===== src/rtl/hsa_pkg.sv =====
// Package for the HSV saturation adjust block: fixed-point constants, pixel
// beat types and the hue sector codes. No dependencies.
package hsa_pkg;

  localparam int FracBits  = 16;
  localparam int ScaleW    = 12;
  localparam int DivSteps  = 4;
  localparam int DivStages = (FracBits + DivSteps - 1) / DivSteps;
  localparam int StepW     = $clog2(FracBits + DivSteps + 1);
  localparam int ChromaW   = 8 + FracBits;

  localparam logic [ScaleW-1:0]  SatScaleRst = ScaleW'(307);
  localparam logic [FracBits:0]  One         = (FracBits+1)'(1) << FracBits;

  typedef enum logic [2:0] {
    SecRedUp   = 3'd0,
    SecGrnUp   = 3'd1,
    SecGrnDn   = 3'd2,
    SecBluUp   = 3'd3,
    SecBluDn   = 3'd4,
    SecRedDn   = 3'd5
  } sector_e;

  typedef struct packed {
    logic [7:0] red_in;
    logic [7:0] green_in;
    logic [7:0] blue_in;
    logic [7:0] alpha_in;
  } pix_in_t;

  typedef struct packed {
    logic [7:0] red_out;
    logic [7:0] green_out;
    logic [7:0] blue_out;
    logic [7:0] alpha_out;
  } pix_out_t;

endpackage


===== src/rtl/hsa_div_stage.sv =====
// One slice of the pipelined restoring divider: up to DivSteps quotient bits, plus the
// integer bit in the first slice. Depends on hsa_pkg.
module hsa_div_stage (
  input  logic                        first_i,
  input  logic [hsa_pkg::StepW-1:0]   base_i,
  input  logic [8:0]                  rem_i,
  input  logic [7:0]                  div_i,
  input  logic [hsa_pkg::FracBits:0]  quo_i,
  output logic [8:0]                  rem_o,
  output logic [hsa_pkg::FracBits:0]  quo_o
);
  import hsa_pkg::*;

  always_comb begin
    logic [8:0]        r;
    logic [8:0]        t;
    logic [FracBits:0] q;
    r = rem_i;
    q = quo_i;
    t = '0;
    // integer bit: numerator may equal the divisor
    if (first_i) begin
      if (r >= {1'b0, div_i}) begin
        r = r - {1'b0, div_i};
        q = {q[FracBits-1:0], 1'b1};
      end else begin
        q = {q[FracBits-1:0], 1'b0};
      end
    end
    for (int i = 0; i < DivSteps; i++) begin
      if (int'(base_i) + i < FracBits) begin
        t = {r[7:0], 1'b0};
        if (t >= {1'b0, div_i}) begin
          r = t - {1'b0, div_i};
          q = {q[FracBits-1:0], 1'b1};
        end else begin
          r = t;
          q = {q[FracBits-1:0], 1'b0};
        end
      end
    end
    rem_o = r;
    quo_o = q;
  end

endmodule


===== src/rtl/hsv_saturation_adjust_core.sv =====
// Top level of the HSV saturation adjust block: hue/saturation split, pipelined
// dividers, saturation scaling and RGB rebuild. Depends on hsa_pkg, hsa_div_stage.
//
// Usage:
//   Input beats (RGBA8) arrive on in_valid_i/in_data_i and are taken at an edge
//   where in_valid_i is high and in_stall_o low. Result beats leave on
//   out_valid_o/out_data_o and are taken when out_stall_i is low.
//   The saturation factor (unsigned Q4.8, 256 = unchanged) is written through
//   cfg_valid_i/cfg_data_i; cfg_ready_o is always high. Write it only while the
//   pipeline is empty.
//   Throughput: one pixel per clock while out_stall_i is low. The stages are one split
//   stage, one divider slice per four quotient bits, then scale, chroma, cross-term
//   multiply and output stages.
//   Each stage advances when it is empty or the stage after it advances, so
//   bubbles collapse and a stall on the output backs up only full stages; no
//   beat is lost or repeated.
//   Reset clears all valid bits and loads the factor with 307.
module hsv_saturation_adjust_core (
  input  logic                           clk_i,
  input  logic                           rst_ni,
  input  logic                           in_valid_i,
  output logic                           in_stall_o,
  input  hsa_pkg::pix_in_t               in_data_i,
  output logic                           out_valid_o,
  input  logic                           out_stall_i,
  output hsa_pkg::pix_out_t              out_data_o,
  input  logic                           cfg_valid_i,
  output logic                           cfg_ready_o,
  input  logic [hsa_pkg::ScaleW-1:0]     cfg_data_i
);
  import hsa_pkg::*;

  typedef struct packed {
    logic [7:0]        mx;
    logic [7:0]        delta;
    sector_e           sector;
    logic [7:0]        alpha;
    logic [8:0]        sr;
    logic [FracBits:0] sq;
    logic [8:0]        fr;
    logic [FracBits:0] fq;
  } div_t;

  typedef struct packed {
    logic [7:0]          mx;
    sector_e             sector;
    logic [7:0]          alpha;
    logic [FracBits:0]   s2;
    logic [FracBits-1:0] frac;
  } scl_t;

  typedef struct packed {
    logic [7:0]         mx;
    sector_e            sector;
    logic [7:0]         alpha;
    logic [ChromaW-1:0] c;
    logic [ChromaW-1:0] m;
    logic [FracBits:0]  fe;
  } chr_t;

  typedef struct packed {
    logic [7:0]         mx;
    sector_e            sector;
    logic [7:0]         alpha;
    logic [ChromaW-1:0] x;
    logic [ChromaW-1:0] m;
  } crs_t;

  logic [ScaleW-1:0] sat_scale_q;

  assign cfg_ready_o = 1'b1;

  always_ff @(posedge clk_i or negedge rst_ni) begin
    if (!rst_ni) begin
      sat_scale_q <= SatScaleRst;
    end else if (cfg_valid_i) begin
      sat_scale_q <= cfg_data_i;
    end
  end

  // ---- stage enables, from the output back
  logic              dv_q [DivStages+1];
  logic              dv_en [DivStages+1];
  logic              ev_q, fv_q, gv_q, hv_q;
  logic              en_e, en_f, en_g, en_h;

  assign en_h = !hv_q || !out_stall_i;
  assign en_g = !gv_q || en_h;
  assign en_f = !fv_q || en_g;
  assign en_e = !ev_q || en_f;

  always_comb begin
    dv_en[DivStages] = !dv_q[DivStages] || en_e;
    for (int k = DivStages - 1; k >= 0; k--) begin
      dv_en[k] = !dv_q[k] || dv_en[k+1];
    end
  end

  assign in_stall_o = !dv_en[0];

  // ---- split stage: value, spread, hue sector and remainder
  div_t dp_d [DivStages+1];
  div_t dp_q [DivStages+1];

  always_comb begin
    logic [7:0]  r, g, b, mx, mn, dl, hrem;
    logic [10:0] n, d11, sd;
    logic [2:0]  sec;
    r   = in_data_i.red_in;
    g   = in_data_i.green_in;
    b   = in_data_i.blue_in;
    mx  = (r > g) ? r : g;
    mx  = (mx > b) ? mx : b;
    mn  = (r < g) ? r : g;
    mn  = (mn < b) ? mn : b;
    dl  = mx - mn;
    d11 = {3'b000, dl};
    if (mx == r) begin
      n = (g >= b) ? {3'b000, g - b} : 11'd6 * d11 - {3'b000, b - g};
    end else if (mx == g) begin
      n = 11'd2 * d11 + {3'b000, b} - {3'b000, r};
    end else begin
      n = 11'd4 * d11 + {3'b000, r} - {3'b000, g};
    end
    sec = 3'd0;
    for (int k = 1; k <= 5; k++) begin
      if (n >= 11'(k) * d11) sec = 3'(k);
    end
    sd = 11'(sec) * d11;
    hrem = 8'(n - sd);
    if (dl == 8'd0) begin
      sec  = 3'd0;
      hrem = 8'd0;
    end
    dp_d[0].mx     = mx;
    dp_d[0].delta  = dl;
    dp_d[0].sector = sector_e'(sec);
    dp_d[0].alpha  = in_data_i.alpha_in;
    dp_d[0].sr     = {1'b0, dl};
    dp_d[0].sq     = '0;
    dp_d[0].fr     = {1'b0, hrem};
    dp_d[0].fq     = '0;
  end

  // ---- divider slices: s = (delta << F) / max, frac = (rem << F) / delta
  for (genvar k = 1; k <= DivStages; k++) begin : g_div
    localparam logic [StepW-1:0] Base = StepW'((k - 1) * DivSteps);
    logic       first;
    assign first = (k == 1);

    hsa_div_stage u_sat_div (
      .first_i (first),
      .base_i  (Base),
      .rem_i   (dp_q[k-1].sr),
      .div_i   (dp_q[k-1].mx),
      .quo_i   (dp_q[k-1].sq),
      .rem_o   (dp_d[k].sr),
      .quo_o   (dp_d[k].sq)
    );

    hsa_div_stage u_hue_div (
      .first_i (first),
      .base_i  (Base),
      .rem_i   (dp_q[k-1].fr),
      .div_i   (dp_q[k-1].delta),
      .quo_i   (dp_q[k-1].fq),
      .rem_o   (dp_d[k].fr),
      .quo_o   (dp_d[k].fq)
    );

    assign dp_d[k].mx     = dp_q[k-1].mx;
    assign dp_d[k].delta  = dp_q[k-1].delta;
    assign dp_d[k].sector = dp_q[k-1].sector;
    assign dp_d[k].alpha  = dp_q[k-1].alpha;
  end

  always_ff @(posedge clk_i or negedge rst_ni) begin
    if (!rst_ni) begin
      for (int k = 0; k <= DivStages; k++) dv_q[k] <= 1'b0;
    end else begin
      if (dv_en[0]) dv_q[0] <= in_valid_i;
      for (int k = 1; k <= DivStages; k++) begin
        if (dv_en[k]) dv_q[k] <= dv_q[k-1];
      end
    end
  end

  always_ff @(posedge clk_i) begin
    if (dv_en[0] && in_valid_i) dp_q[0] <= dp_d[0];
    for (int k = 1; k <= DivStages; k++) begin
      if (dv_en[k] && dv_q[k-1]) dp_q[k] <= dp_d[k];
    end
  end

  // ---- scale stage: s2 = min(1, s * factor / 256)
  scl_t e_d, e_q;

  always_comb begin
    logic [FracBits:0]        s;
    logic [FracBits+ScaleW:0] prod;
    logic [FracBits+ScaleW:0] sh;
    div_t                     dl;
    dl   = dp_q[DivStages];
    s    = (dl.delta == 8'd0) ? '0 : dl.sq;
    prod = (FracBits+ScaleW+1)'(s) * (FracBits+ScaleW+1)'(sat_scale_q);
    sh   = prod >> 8;
    e_d.s2     = (sh > (FracBits+ScaleW+1)'(One)) ? One : sh[FracBits:0];
    e_d.frac   = (dl.delta == 8'd0) ? '0 : dl.fq[FracBits-1:0];
    e_d.mx     = dl.mx;
    e_d.sector = dl.sector;
    e_d.alpha  = dl.alpha;
  end

  // ---- chroma stage
  chr_t f_d, f_q;

  always_comb begin
    logic [ChromaW-1:0] c;
    c = ChromaW'(ChromaW'(e_q.mx) * ChromaW'(e_q.s2));
    f_d.c      = c;
    f_d.m      = ({e_q.mx, {FracBits{1'b0}}}) - c;
    f_d.fe     = e_q.sector[0] ? One - {1'b0, e_q.frac} : {1'b0, e_q.frac};
    f_d.mx     = e_q.mx;
    f_d.sector = e_q.sector;
    f_d.alpha  = e_q.alpha;
  end

  // ---- cross term: x = c * fe >> F, where fe is frac or 1 - frac by sector
  crs_t g_d, g_q;

  always_comb begin
    logic [ChromaW+FracBits:0] px;
    px = (ChromaW+FracBits+1)'(f_q.c) * (ChromaW+FracBits+1)'(f_q.fe);
    g_d.x      = ChromaW'(px >> FracBits);
    g_d.m      = f_q.m;
    g_d.mx     = f_q.mx;
    g_d.sector = f_q.sector;
    g_d.alpha  = f_q.alpha;
  end

  // ---- rebuild RGB by sector
  pix_out_t h_d, h_q;

  always_comb begin
    logic [ChromaW-1:0] xm;
    logic [7:0]         hi, mid, lo;
    xm  = g_q.x + g_q.m;
    hi  = g_q.mx;
    mid = xm[FracBits +: 8];
    lo  = g_q.m[FracBits +: 8];
    case (g_q.sector)
      SecRedUp: begin h_d.red_out = hi;  h_d.green_out = mid; h_d.blue_out = lo;  end
      SecGrnUp: begin h_d.red_out = mid; h_d.green_out = hi;  h_d.blue_out = lo;  end
      SecGrnDn: begin h_d.red_out = lo;  h_d.green_out = hi;  h_d.blue_out = mid; end
      SecBluUp: begin h_d.red_out = lo;  h_d.green_out = mid; h_d.blue_out = hi;  end
      SecBluDn: begin h_d.red_out = mid; h_d.green_out = lo;  h_d.blue_out = hi;  end
      default:  begin h_d.red_out = hi;  h_d.green_out = lo;  h_d.blue_out = mid; end
    endcase
    h_d.alpha_out = g_q.alpha;
  end

  always_ff @(posedge clk_i or negedge rst_ni) begin
    if (!rst_ni) begin
      ev_q <= 1'b0;
      fv_q <= 1'b0;
      gv_q <= 1'b0;
      hv_q <= 1'b0;
    end else begin
      if (en_e) ev_q <= dv_q[DivStages];
      if (en_f) fv_q <= ev_q;
      if (en_g) gv_q <= fv_q;
      if (en_h) hv_q <= gv_q;
    end
  end

  always_ff @(posedge clk_i) begin
    if (en_e && dv_q[DivStages]) e_q <= e_d;
    if (en_f && ev_q) f_q <= f_d;
    if (en_g && fv_q) g_q <= g_d;
    if (en_h && gv_q) h_q <= h_d;
  end

  assign out_valid_o = hv_q;
  assign out_data_o  = h_q;

endmodule

===== config.mk =====
export PLATFORM = sky130hd
export DESIGN_NAME = hsv_saturation_adjust_core
export DESIGN_NICKNAME = d
export VERILOG_FILES = /design/src/rtl/hsa_pkg.sv /design/src/rtl/hsa_div_stage.sv /design/src/rtl/hsv_saturation_adjust_core.sv
export SDC_FILE = /design/constraint.sdc
export NUM_CORES = 2
export LEC_CHECK = 0
export BUFFER_PORTS_ARGS = -buffer_cell sky130_fd_sc_hd__buf_2
export CORE_MARGIN = 2
export CORE_UTILIZATION = 66
export DETAILED_ROUTE_END_ITERATION = 16
export GPL_ROUTABILITY_DRIVEN = 1
export HOLD_SLACK_MARGIN = 0.1
export PLACE_DENSITY_LB_ADDON = 0.1
export SLEW_MARGIN = 20
export SYNTH_ARGS = -nofsm -noshare
export SYNTH_HDL_FRONTEND = slang
export SYNTH_SLANG_ARGS = --single-unit

===== constraint.sdc =====
create_clock -name clk_i -period 15.6 [get_ports clk_i]
set_clock_uncertainty 0.1 [all_clocks]
set_input_delay 0 -clock clk_i [delete_from_list [all_inputs] [get_ports clk_i]]
set_output_delay 0 -clock clk_i [all_outputs]
set_load 0.02 [all_outputs]

Word-level counts from Yosys, hierarchy flattened
Memory sizes are Yosys's and may differ from the RTL's.
Cells that the tools add are included.
{ "word_totals": {"reg_bits": 256, "latch_bits": 0, "ramBits": 395, "rom_bits": 0, "in_bits": 49, "output_inout_bits": 35, "wordCells": 263, "memories": 1} }
{ "mem_list": {"columns": ["name", "depth", "word_bits", "rd", "rd_ports_with_merged_regs", "wr", "line", "text"], "rows": [
  ["dp_q", 5, 79, 5, 0, 5, "hsv_saturation_adjust_core.sv:103", "div_t dp_q [DivStages+1];"]
]} }
{ "classes": {"add_sub_neg": 46, "mul": 7, "div": 0, "magnitude_cmp": 45, "n_eq_ne": 6, "n_shift": 0, "mux": 95, "bitwise": 0, "n_reduce_logical": 32} }
{ "op_table": {"columns": ["operator", "n"], "rows": [
  ["9-bit by 8-bit >= comparator with 1-bit output", 34],
  ["8-bit two-way mux", 31],
  ["8-bit subtractor", 30],
  ["24-bit one-hot mux with 5 select lines", 1],
  ["9-bit two-way mux", 8],
  ["9-bit by 8-bit subtractor with 9-bit output", 8],
  ["1-bit two-way mux", 45],
  ["24-bit by 17-bit multiplier with 40-bit output", 1],
  ["11-bit two-way mux", 3],
  ["17-bit by 12-bit multiplier with 29-bit output", 1],
  ["24-bit adder", 1],
  ["8-bit by 17-bit multiplier with 24-bit output", 1],
  ["24-bit subtractor", 1],
  ["11-bit by 10-bit >= comparator with 1-bit output", 2],
  ["11-bit by 8-bit subtractor with 11-bit output", 2],
  ["21-bit by 17-bit > comparator with 1-bit output, second input constant", 1],
  ["2-bit by 8-bit multiplier with 10-bit output, first input constant", 2],
  ["17-bit two-way mux", 1],
  ["17-bit by 16-bit subtractor with 17-bit output, first input constant", 1],
  ["8-bit equality test", 2],
  ["8-bit > comparator", 2],
  ["8-bit logical NOT", 2],
  ["8-bit < comparator", 2],
  ["16-bit two-way mux", 1],
  ["other kinds (17)", 48]
]} }

Depth between registers and ports, before layout
{ "logic_depth": {"word_depth": 18, "mapped_depth": 65, "ltp_nobuf": 60} }

By module
Synthesis repeated with hierarchy kept, for this count alone.
{ "hier_totals": {"cells_unflattened": 9151, "area_unflattened_um2": 80124.3} }
{ "by_module_without_submodules": {"columns": ["module", "instances", "cells_each", "area_each_um2", "seq_area_each_um2"], "rows": [
  ["hsv_saturation_adjust_core", 1, 4401, 48826.8, 17528.1],
  ["hsa_div_stage (g_div[1].u_hue_div ...)", 7, 594, 3903.7, 0.0],
  ["hsa_div_stage (g_div[3].u_sat_div)", 1, 592, 3971.3, 0.0]
]} }

Least setup slack after synthesis
OpenSTA, ideal clock, no wires.
{ "synth_path": {"path_type": "flip-flop to flip-flop", "from": "mem dp_q[0][63] (netlist name)", "to": "mem dp_q[0][123] (netlist name) (data pin)", "setup_ns": 0.260, "t_arrival_ns": 12.013, "required_ns": 15.240, "path_slack_ns": 3.227, "stages_incl_launch_ff": 64, "n_path_buf": 5, "period_less_slack_ns": 12.373, "cell_sequence": "edfxtp_1 -> clkbuf_1 -> clkinv_1 -> ha_1 -> inv_1 -> a21oi_1 -> o21ai_0 -> a21o_1 -> nand2_1 -> a21boi_0 -> o21ai_0 -> inv_1 -> o21ai_0 -> nor2b_1 -> clkbuf_1 -> o21ai_0 -> ha_1 -> a21oi_1 -> (+28 left out) -> a41o_1 -> a21oi_1 -> o211ai_1 -> clkbuf_1 -> and2_1 -> ha_1 -> a21o_1 -> a21o_1 -> and2_1 -> o21ai_0 -> nand2b_1 -> a21o_1 -> a21o_1 -> a41o_1 -> a21oi_1 -> and2_1 -> clkbuf_1 -> mux2_2"} }
{ "synth_lines": {"columns": ["item", "line"], "rows": [
  ["start: declaration", "hsv_saturation_adjust_core.sv:103"]
]} }

==> flow_metrics.env <==
export IMPL_yosysWarnings=0
export IMPL_cp_top_family="compound AO/OA/AOI/OAI gates"
export IMPL_fin_area_um2=62500
export IMPL_cp_required_ns=15.89
export IMPL_die_area_um2=90500
export IMPL_dpl_cell_area_um2=59700
export IMPL_syn_area_um2=58200
export IMPL_coreArea_um2=87000
export IMPL_finalMaxSlewViolations=0
export IMPL_synth_edf_count=509
export IMPL_syn_avg_cell_area_um2=9.84
export IMPL_fin_crit_sh=0.883
export IMPL_detail_route_wl_per_cell_um=18.5
export IMPL_dr_pass1_iters=7
export IMPL_syn_inst=5914
export IMPL_grt_pass1_wl_mm=220
export IMPL_totalWireLength_mm=133
export IMPL_crit_top_cell="a21o_1"
export IMPL_numCtsBuffers=57
export IMPL_clock_sinks=530
export IMPL_maxSlewHeadroom=0.264
export IMPL_hpwl_mm=103
export IMPL_final_antenna_net_count=0
export IMPL_cts_clk_slew_worst_paths_ns=0.06
export IMPL_post_cts_buffers=0
export IMPL_crit_slowest_cell="a221oi_1"
export IMPL_min_path_type="input pin to flop"
export IMPL_syn2layout_area_growth_pct=7.34
export IMPL_critPathMaxStageDelay_ns=0.84
export IMPL_cts_root_buf="clkbuf_16"
export IMPL_hold_viol=0
export IMPL_synth_net_count=7203
export IMPL_critical_path_class="flop to flop"
export IMPL_yosysMostFrequentCell="inv_1"
export IMPL_async_reset_ff_frac=0.0396
export IMPL_vias=41858
export IMPL_grt_pass1_vias=43542
export IMPL_ys_types=90
export IMPL_cts_hold_buf=67
export IMPL_ys_ff_latch=530
export IMPL_yosysTopAreaCell="edfxtp_1"
export IMPL_drtIter0Drc=2715
export IMPL_cp_num_buf_inv=2
export IMPL_grt_max_degree=75
export IMPL_synthFlopType="edfxtp_1"
export IMPL_drc=0
export IMPL_die_height_um=301
export IMPL_track_usage=0.302
export IMPL_gp_congestion=0.942
export IMPL_ios=84
export IMPL_nets=7268
export IMPL_antenna_found_initial=1
export IMPL_critPathLaunchType="flop"
export IMPL_cts_resized=0
export IMPL_crit_fanout=14
export IMPL_period_needed_ns=13.78
export IMPL_worstSetupEndpointType="flop"
export IMPL_drv_cap=0
export IMPL_start_util=0.669
export IMPL_critPathArrivalTime_ns=14.06
export IMPL_cts_tree="done"
export IMPL_cts_max_level=2
export IMPL_setup_tns_ns=0
export IMPL_ctsLongestPathBuffers=3
export IMPL_yosys_top_cells_area="edfxtp_1 26%, fa_1 21%, ha_1 14%"
export IMPL_io_buffers=82
export IMPL_finalSetupViolCount=0
export IMPL_fp_dieW_um=301
export IMPL_timing_fmax_mhz=72.6
export IMPL_tightest_slew_ns=1.10
export IMPL_vias_per_cell=5.83
export IMPL_grt_overflow=0
export IMPL_netlist_top_cells_count="861 x inv_1, 719 x nand2_1, 634 x ha_1, 606 x fa_1, 509 x edfxtp_1"
export IMPL_row_count=108
export IMPL_status="finished, final reports clean"
export IMPL_seq_area_frac_synth=0.272
export IMPL_clock_latency_ns=0.66
export IMPL_drive_gt1_frac=0.0616
export IMPL_grt_setup_unrepaired="false"
export IMPL_yosysTopAreaCellShare=0.263
## flip-flops by register name (all words and copies together) (netlist names)
| register | flops |
|---|---|
| e_q | 52 |
| out_valid_o | 1 |
| sat_scale_q | 12 |
| dp_q | 275 |
| dv_q | 5 |
| ev_q | 1 |
| out_data_o | 32 |
| fv_q | 1 |
| f_q | 83 |
| gv_q | 1 |
| g_q | 67 |
## through the flow
step                hold WS [ns]  setup slack (ns)  utilization  instances
floorplan                 -0.396              3.23            -       5914
global placement          -0.132              2.20        0.686       7006
detailed placement        -0.113              1.95        0.686       7006
CTS                        0.105              1.89        0.717       7180
global route               0.102             0.794        0.718       7182
finish                     0.125              1.82        0.718       7184
## kinds of logic (layout without fill, tap and decap cells)
kind of cell | after synthesis | after routing | share of synthesized area
compound gates | 984 | 984 | 0.108
mux | 118 | 118 | 0.0224
simple gates | 1642 | 1642 | 0.133
other cells | 1 | 3 | 0.0000645
xor+xnor | 334 | 334 | 0.0506
fa+ha+maj | 1242 | 1242 | 0.345
flops | 530 | 530 | 0.272
buf+inv | 1063 | 1176 | 0.0686
## worst paths after layout
path / depth (start not counted) / startpoint / slack [ns] / endpoint
setup / recovery: 56 / dp_q[0][64]$_DFFE_PP_ / 1.82 / dp_q[0][98]$_DFFE_PP_
hold / removal: 5 / in_data_i[30] / 0.12 / dp_q[0][77]$_DFFE_PP_
setup reg to reg: 56 / dp_q[0][64]$_DFFE_PP_ / 1.82 / dp_q[0][98]$_DFFE_PP_
hold reg to reg: 0 / dp_q[0][132]$_DFFE_PP_ / 0.31 / dp_q[0][211]$_DFFE_PP_
max in group asynchronous: 4 / rst_ni / 14.59 / sat_scale_q[8]$_DFFE_PN1P_
min in group asynchronous: 4 / rst_ni / 0.45 / sat_scale_q[10]$_DFFE_PN0P_
## placed cells by master (no fill, tap or decap), types with 40 or more instances in the layout
cell type      count
a21o_1           149
a21oi_1          295
and2_1           238
and3_1           100
buf_2             83
buf_4             44
clkbuf_16         57
dlygate4sd3_1     67
edfxtp_1         509
fa_1             606
ha_1             634
inv_1            861
mux2_2            96
nand2_1          718
nand2b_1          62
nand3_1           47
nor2_1           268
nor2b_1           40
nor3_1            57
o21a_1            48
o21ai_0          214
o21bai_1          56
o31ai_1           41
xnor2_1          236
xor2_1            96
## per-layer routing
layer  routed length [um]  vias to the layer above  GRT usage  part of all wire
li1                     -                    19870          -                 -
met1                55400                    20452      0.392              0.42
met2                66000                     1306      0.529              0.50
met3                 8120                      230     0.0439             0.061
met4                 3630                        0     0.0865             0.027
met5                    0                        -          0                 0
## layout make-up
| cell class | count | area, um2 |
|---|---|---|
| Clock inverter | 38 | 500 |
| Inverter | 874 | 3280 |
| Sequential cell | 530 | 15800 |
| Multi-Input combinational cell | 4321 | 38400 |
| Antenna cell | 2 | 5.00 |
| Fill cell | 6458 | 24600 |
| Tap cell | 1155 | 1450 |
| Timing Repair Buffer | 195 | 1440 |
| Clock buffer | 69 | 1520 |
## worst register-to-register path: cells and delay by family, from the launching register on
kind	cells	cell delay [ns]
adders and majority gates	5	1.60
buffers and inverters	2	0.40
AOI/OAI and AO/OA	35	7.07
DFF	1	0.50
and+or+nand+nor	10	2.24
muxes	4	1.63
Power is not shown: default switching activity piles up to over one toggle a cycle in this logic, so the estimate is an artifact.
